[config.mk]
export PLATFORM = sky130hd
export DESIGN_NAME = swmf_hist
export DESIGN_NICKNAME = d
export VERILOG_FILES = /design/src/hdl/swmf_pkg.sv /design/src/hdl/swmf_hist.sv
export SDC_FILE = /design/constraint.sdc
export NUM_CORES = 2
export LEC_CHECK = 0
export CORE_AREA = 2 2 406 408
export DETAILED_ROUTE_END_ITERATION = 6
export DIE_AREA = 0 0 408 410
export DONT_BUFFER_PORTS = 1
export HOLD_SLACK_MARGIN = 0.1
export PLACE_DENSITY = 0.71
export SYNTH_ARGS = -nofsm -noshare
export SYNTH_HDL_FRONTEND = slang
export SYNTH_SLANG_ARGS = --single-unit
export TNS_END_PERCENT = 10
[constraint.sdc]
create_clock -name aclk -period 13.6 [get_ports aclk]
set_input_delay 2.72 -clock aclk [delete_from_list [all_inputs] [get_ports aclk]]
set_output_delay 2.72 -clock aclk [all_outputs]
set_load 0.05 [all_outputs]
[src/hdl/swmf_pkg.sv]
package swmf_pkg;

    localparam int PIX_W        = 8;
    localparam int NUM_VALUES   = 256;
    localparam int CFG_WIDTH_W  = 9;
    localparam int CFG_HEIGHT_W = 16;
    localparam int CFG_RADIUS_W = 3;
    localparam int CFG_INDEX_W  = 2;
    localparam int CFG_DATA_W   = 16;
    localparam int OFS_W        = CFG_RADIUS_W + 1;

    localparam logic [CFG_WIDTH_W-1:0]  RST_WIDTH  = 9'd256;
    localparam logic [CFG_HEIGHT_W-1:0] RST_HEIGHT = 16'd256;
    localparam logic [CFG_RADIUS_W-1:0] RST_RADIUS = 3'd4;

    localparam int DEF_MAX_WIDTH  = 256;
    localparam int DEF_MAX_RADIUS = 4;

    typedef enum logic [CFG_INDEX_W-1:0] {
        REG_IMAGE_WIDTH   = 2'd0,
        REG_IMAGE_HEIGHT  = 2'd1,
        REG_WINDOW_RADIUS = 2'd2
    } cfg_index_t;

    typedef enum logic [2:0] {
        ST_IDLE,
        ST_POS,
        ST_CMP,
        ST_PREAD,
        ST_WSET,
        ST_WISSUE,
        ST_WDRAIN,
        ST_EMIT
    } state_t;

    typedef struct packed {
        logic             clear;
        logic             valid;
        logic [PIX_W-1:0] value;
    } hist_ctl_t;

endpackage

[src/hdl/swmf_hist.sv]
module swmf_hist #(
    parameter int CNT_W = 7
) (
    input  logic                        aclk,
    input  logic                        aresetn,
    input  swmf_pkg::hist_ctl_t         ctl,
    output logic [swmf_pkg::PIX_W-1:0]  mode
);

    logic [CNT_W-1:0]                 cnt_mem [swmf_pkg::NUM_VALUES];
    logic [CNT_W-1:0]                 rd_reg;
    logic                             s2_valid_reg;
    logic [swmf_pkg::PIX_W-1:0]       s2_value_reg;
    logic [swmf_pkg::NUM_VALUES-1:0]  seen_reg;
    logic                             last_wr_reg;
    logic [swmf_pkg::PIX_W-1:0]       last_val_reg;
    logic [CNT_W-1:0]                 last_cnt_reg;
    logic [CNT_W-1:0]                 best_cnt_reg;
    logic [swmf_pkg::PIX_W-1:0]       best_val_reg;
    logic [CNT_W-1:0]                 base;
    logic [CNT_W-1:0]                 cnt_next;
    logic                             better;

    // back-to-back hits on one bin: the read missed last cycle's write
    always_comb begin
        if (last_wr_reg && last_val_reg == s2_value_reg) begin
            base = last_cnt_reg;
        end else if (seen_reg[s2_value_reg]) begin
            base = rd_reg;
        end else begin
            base = '0;
        end
        cnt_next = base + 1'b1;
        // running mode; ties keep the smaller value
        better = (cnt_next > best_cnt_reg) ||
                 (cnt_next == best_cnt_reg && s2_value_reg < best_val_reg);
    end

    always_ff @(posedge aclk) begin
        if (s2_valid_reg) begin
            cnt_mem[s2_value_reg] <= cnt_next;
        end
        rd_reg <= cnt_mem[ctl.value];
    end

    always_ff @(posedge aclk) begin
        if (!aresetn || ctl.clear) begin
            s2_valid_reg <= 1'b0;
            s2_value_reg <= '0;
            seen_reg     <= '0;
            last_wr_reg  <= 1'b0;
            last_val_reg <= '0;
            last_cnt_reg <= '0;
            best_cnt_reg <= '0;
            best_val_reg <= '0;
        end else begin
            s2_valid_reg <= ctl.valid;
            s2_value_reg <= ctl.value;
            last_wr_reg  <= s2_valid_reg;
            if (s2_valid_reg) begin
                seen_reg[s2_value_reg] <= 1'b1;
                last_val_reg           <= s2_value_reg;
                last_cnt_reg           <= cnt_next;
                if (better) begin
                    best_cnt_reg <= cnt_next;
                    best_val_reg <= s2_value_reg;
                end
            end
        end
    end

    assign mode = best_val_reg;

endmodule

## Word level (Yosys, flattened, before mapping)

Memories as Yosys holds them, arrays and structs flattened. A register that Yosys moved wholly into a read port is not among the register bits.
Cells that the tools add are included.

- Flip-flop bits (word level): 296
- Latch bits: 0
- Bits in writable memories: 1792
- ROM bits: 0
- Bits of input ports: 12
- Output and inout port bits: 8
- Word-level logic and storage cells: 32
- Memories: 1

Memory list:

| memory | depth | bits a word | rd ports | clocked after Yosys merged registers in | write ports | line | text |
|---|---|---|---|---|---|---|---|
| cnt_mem | 256 | 7 | 1 | 1 | 1 | swmf_hist.sv:10 | `logic [CNT_W-1:0] cnt_mem [swmf_pkg::NUM_VALUES];` |

- Add/subtract/negate cells: 1
- $mul: 0
- Divide/modulo/power cells: 0
- Order comparisons: 4
- Equality and inequality tests: 2
- Shifts and indexed selects: 0
- Muxes and demuxes: 8
- Bitwise gates (word level): 1
- Reduce and logical (&&, ||, !) cells: 7

Operators with widths:

| cell | number |
|---|---|
| $or A256 B256 Y256 | 1 |
| $mux W7 | 2 |
| $lt A8 B9 Y1 const B | 1 |
| $bmux W1 S8 | 1 |
| $demux W1 S8 | 1 |
| $eq A8 B8 Y1 | 1 |
| $ge A8 B1 Y1 const B | 1 |
| $lt A8 B8 Y1 | 1 |
| $add A7 B1 Y7 const B | 1 |
| $eq A7 B7 Y1 | 1 |
| $gt A7 B7 Y1 | 1 |
| $mux W1 | 4 |
| $logic_and A1 B1 Y1 | 3 |
| $logic_or A1 B1 Y1 | 2 |
| $reduce_and A2 Y1 | 1 |
| $logic_not A1 Y1 | 1 |

## Logic depth before layout (Yosys ltp)

- Depth in word-level cells: 9
- Gate-level depth with buffers: 27
- Gate-level depth less buffers: 21

## Worst setup path after synthesis

Ideal clock, no wire load.

- Path type: register to register
- Start point: register s2_value_reg[1] (netlist name)
- End point: register best_cnt_reg[1]
- Library setup time: 0.132 ns
- Arrival: 11.699 ns
- Setup slack: 1.769 ns
- Stages on the path, launching flop included: 25
- Clock period less this slack: 11.831 ns
- Cell sequence: dfxtp_1 -> buf_6 -> buf_12 -> mux4_2 -> mux4_2 -> o22ai_1 -> nor3_1 -> a21oi_2 -> a311oi_2 -> o21ai_0 -> nand2_1 -> ha_1 -> nand2_1 -> o22ai_4 -> nand2_1 -> xor2_1 -> ha_1 -> nand4_1 -> nor2_1 -> or2_2 -> o221a_2 -> buf_4 -> buf_2 -> nand2_1 -> a21oi_1

- Longest elaborated chain between the ends: 9

RTL lines:

| item | line | text |
|---|---|---|
| from (decl) | swmf_hist.sv:13 | `logic [swmf_pkg::PIX_W-1:0] s2_value_reg;` |
| from (signal assigned) | swmf_hist.sv:58 | `s2_value_reg <= ctl.value;` |
| $bmux W1 S8 | swmf_hist.sv:28 | `end else if (seen_reg[s2_value_reg]) begin` |
| $mux W1 (not written as such) | swmf_hist.sv:28 |  |
| $mux W7 | swmf_hist.sv:28 |  |
| $mux W7 (*) | swmf_hist.sv:26 | `if (last_wr_reg && last_val_reg == s2_value_reg) begin` |
| $add A7 B1 Y7 (*) | swmf_hist.sv:33 | `cnt_next = base + 1'b1;` |
| net cnt_next[6] | swmf_hist.sv:21 | `logic [CNT_W-1:0] cnt_next;` |
| parallel branches: the longest is 2 deep, another holds $gt A7 B7 Y1 | n/a |  |
| $logic_or A1 B1 Y1 (*) | swmf_hist.sv:35 | `better = (cnt_next > best_cnt_reg) \|\|` |
| $reduce_and A2 Y1 (no source line) (*) | n/a |  |
| to (signal assigned) | swmf_hist.sv:65 | `best_cnt_reg <= cnt_next;` |
| to (decl) | swmf_hist.sv:18 | `logic [CNT_W-1:0] best_cnt_reg;` |

Mark *: on every way through the listed nets, which the timed path passes. The select of a mux whose other input is x is not followed.
A chain may end at the register's enable or synchronous reset.

## Worst setup path after layout

- Start point: register s2_value_reg[1] (netlist name)
- End point: register best_cnt_reg[5]

Same word-level chain as after synthesis.

==> results.sh <==
export IMPL_placed_area_mm2=0.0834
export IMPL_dr_pass1_iters=7
export IMPL_synth_net_count=4099
export IMPL_worstSetupEndpointType="register"
export IMPL_slowest_delay_ns=0.82
export IMPL_coreArea_mm2=0.163
export IMPL_clkTransAtPathRegs_ns=0.07
export IMPL_timing_fmax_mhz=124
export IMPL_die_area_mm2=0.167
export IMPL_vdd_drop_max_v=0.000127
export IMPL_final_core_util_pct=55.2
export IMPL_yosysSeqAreaShare_pct=73.8
export IMPL_crit_required_ns=14.27
export IMPL_synth_area_mm2=0.0811
export IMPL_syn_inst=4072
export IMPL_synth_ff_type="edfxtp_1"
export IMPL_pre_cts_slack_ns=5.70
export IMPL_rows=149
export IMPL_die_width_um=408
export IMPL_timing_setup_tns_ns=0
export IMPL_cp_arrival_ns=8.71
export IMPL_antenna_found_initial=6
export IMPL_synth_top_area_cell="edfxtp_1"
export IMPL_period_needed_ns=8.04
export IMPL_fin_area_mm2=0.0903
export IMPL_crit_chain="buf_4, buf_4, mux2i_1, a22oi_1, nand2_1, o31ai_1, o21ai_0, a311oi_2, o21ai_0, nand2_1, ha_4, nand2_1, o22ai_4, xor2_1, inv_8, ha_1, o21a_1, o21a_1, o21a_1, o221ai_1, a211o_1, mux2_2, o31ai_1"
export IMPL_start_kind="register"
export IMPL_finalHoldViolCount=0
export IMPL_hpwlAfterDp_mm=115
export IMPL_crit_path_max_fanout=146
export IMPL_synthDominantCellAreaShare_pct=66.3
export IMPL_ys_ff_latch=2095
export IMPL_cts_buffers=202
export IMPL_synth_area_leaders="edfxtp_1 (66%), mux4_2 (17%), dfxtp_1 (7.5%)"
export IMPL_async_reset_ff_share_pct=0
export IMPL_cts_setup_buffers=0
export IMPL_leakage_nw=28.1
export IMPL_final_nets=4116
export IMPL_drtAntennaViolNets=0
export IMPL_p_per_area_mw_per_mm2=149
export IMPL_ctsHoldBuffers=0
export IMPL_setup_viol=0
export IMPL_routedWlPerCell_um=30.1
export IMPL_htree_levels=4
export IMPL_syn_avg_cell_area_um2=19.9
export IMPL_ys_types=56
export IMPL_vias=40200
export IMPL_port_buffers=0
export IMPL_slew_headroom_pct=-164
export IMPL_area_delta_synth_final_pct=11.3
export IMPL_initial_core_util_pct=49.6
export IMPL_post_cts_resized=0
export IMPL_clockBufferDepth=3
export IMPL_cp_slowest_cell="o221ai_1"
export IMPL_clock_latency_ns=0.83
export IMPL_status="complete, but fails checks"
export IMPL_drive_above_1_share_pct=24.1
export IMPL_cts_tree="yes"
export IMPL_power_mw=13.5
export IMPL_grt_pass1_wl_mm=284
export IMPL_cts_root_buf="clkbuf_16"
export IMPL_cts_num_sinks=2095
export IMPL_grt_pass1_vias=40500
export IMPL_antenna_cells=0
export IMPL_rsz0062_at_grt="no"
export IMPL_synth_enable_flop_cells=1792
export IMPL_die_y_um=410
export IMPL_routabilityCongestion=0.925
export IMPL_fin_worst_skew_ns=0.0506
export IMPL_slew_violations=408
export IMPL_max_cap_violations=1
export IMPL_tightest_slew_ns=3.96
export IMPL_hp_class="register to register"
export IMPL_dr_first_iter_drc_count=5035
export IMPL_drt_vias_per_instance=6.23
export IMPL_largest_reg_flops=1792
export IMPL_worst_slack_ns=5.56
export IMPL_ios=20
export IMPL_drc=3
export IMPL_grt_ovfl_total=0
export IMPL_yosysWarningCount=0
export IMPL_violations="design-rule violations, max-capacitance violations, max-slew violations"
export IMPL_track_usage_pct=23.3
export IMPL_routed_wl_mm=194
export IMPL_critical_path_class="register to register"
export IMPL_grt_max_degree=450
export IMPL_period_share_pct=59.1
## per-layer routing
| metal | vias up | share of wire, % | global-route usage [%] |
|---|---|---|---|
| met5 | - | 0.015 | 0 |
| met4 | 4 | 3.2 | 7.54 |
| met3 | 350 | 8.8 | 4.70 |
| met2 | 1930 | 47 | 35.8 |
| met1 | 21400 | 41 | 33.8 |
| li1 | 16500 | - | - |
## placed cells by master (no fill, tap or decap), drive strengths merged, types with 35 or more instances in the layout
| cell type | instances |
|---|---|
| nor2 | 515 |
| clkbuf | 257 |
| o21a | 142 |
| mux2i | 90 |
| buf | 61 |
| nand3 | 35 |
| edfxtp | 1792 |
| nand2 | 81 |
| dfxtp | 303 |
| mux4 | 618 |
| a22oi | 35 |
| clkinv | 81 |
## report_power, final
group          leakage, nW  internal [mW]  switching (mW)
clock network         3.39           3.35            2.43
registers             18.8           7.09          0.0106
logic                 5.90          0.254           0.357
total                 28.1           10.7            2.79
## cells in the mapped netlist (3+ instances only)
| cell | count |
|---|---|
| edfxtp_1 | 1792 |
| mux4_2 | 608 |
| nor2_1 | 513 |
| dfxtp_1 | 303 |
| clkbuf_1 | 160 |
| o21a_1 | 142 |
| mux2i_1 | 90 |
| nand2_1 | 81 |
| buf_2 | 52 |
| a22oi_1 | 35 |
| nand3_1 | 35 |
| a21oi_1 | 25 |
| inv_1 | 24 |
| buf_1 | 19 |
| nand4_1 | 17 |
| ha_1 | 15 |
| nor2b_1 | 15 |
| o21ai_0 | 13 |
| and2_1 | 11 |
| mux4_1 | 10 |
| nor3_1 | 10 |
| xnor2_1 | 9 |
| nand2b_1 | 8 |
| a21o_1 | 7 |
| buf_4 | 7 |
| mux2_2 | 6 |
| o22ai_1 | 6 |
| buf_6 | 5 |
| o31ai_1 | 5 |
| a211oi_1 | 4 |
| or2_2 | 4 |
| xor2_1 | 4 |
| a211o_1 | 3 |
| buf_8 | 3 |
## logic make-up (layout without fill, tap and decap cells)
logic type	Yosys count	in the layout	synth area share [%]
XOR/XNOR	13	13	0.140
AO/OA/AOI/OAI	260	260	2.40
flip-flops	2095	2095	73.8
buffers and inverters	273	462	1.50
AND/OR/NAND/NOR	702	702	3.52
adder cells (fa/ha/maj)	15	15	0.231
multiplexers	714	714	18.4
## final timing paths
kind | from | end | slack, ns | depth (start not counted)
setup / recovery | s2_value_reg[1] | best_cnt_reg[5] | 5.56 | 23
setup reg to reg | s2_value_reg[1] | best_cnt_reg[5] | 5.56 | 23
hold / removal | seen_reg[90] | seen_reg[90] | 0.47 | 1
hold reg to reg | seen_reg[90] | seen_reg[90] | 0.47 | 1
## worst max-delay path, delay by kind of cell, from the launching register on
kind,cells,cell delay [ns]
simple gates,3,0.50
fa+ha+maj,2,0.63
compound gates,12,3.43
mux,2,0.31
flops,1,0.67
xor+xnor,1,0.48
buf+inv,3,1.79
## metrics by stage
stage	hold WS [ns]	instances
6_report	0.467	6450
5_1_grt	0.478	6450
4_1_cts	0.465	6450
3_5_place_dp	0.448	6074
3_3_place_gp	0.447	6074
2_1_floorplan	0.432	4072
## final cells by class
type,count,area (µm²)
flip-flops and latches,2095,59900
clock inverters,119,1400
fillers,12100,73200
clock buffers,257,5530
repair buffers,61,495
multi-input cells,1704,20100
well taps,2189,2740
inverters,25,124
No activity file was read; power rests on OpenSTA's default activity.
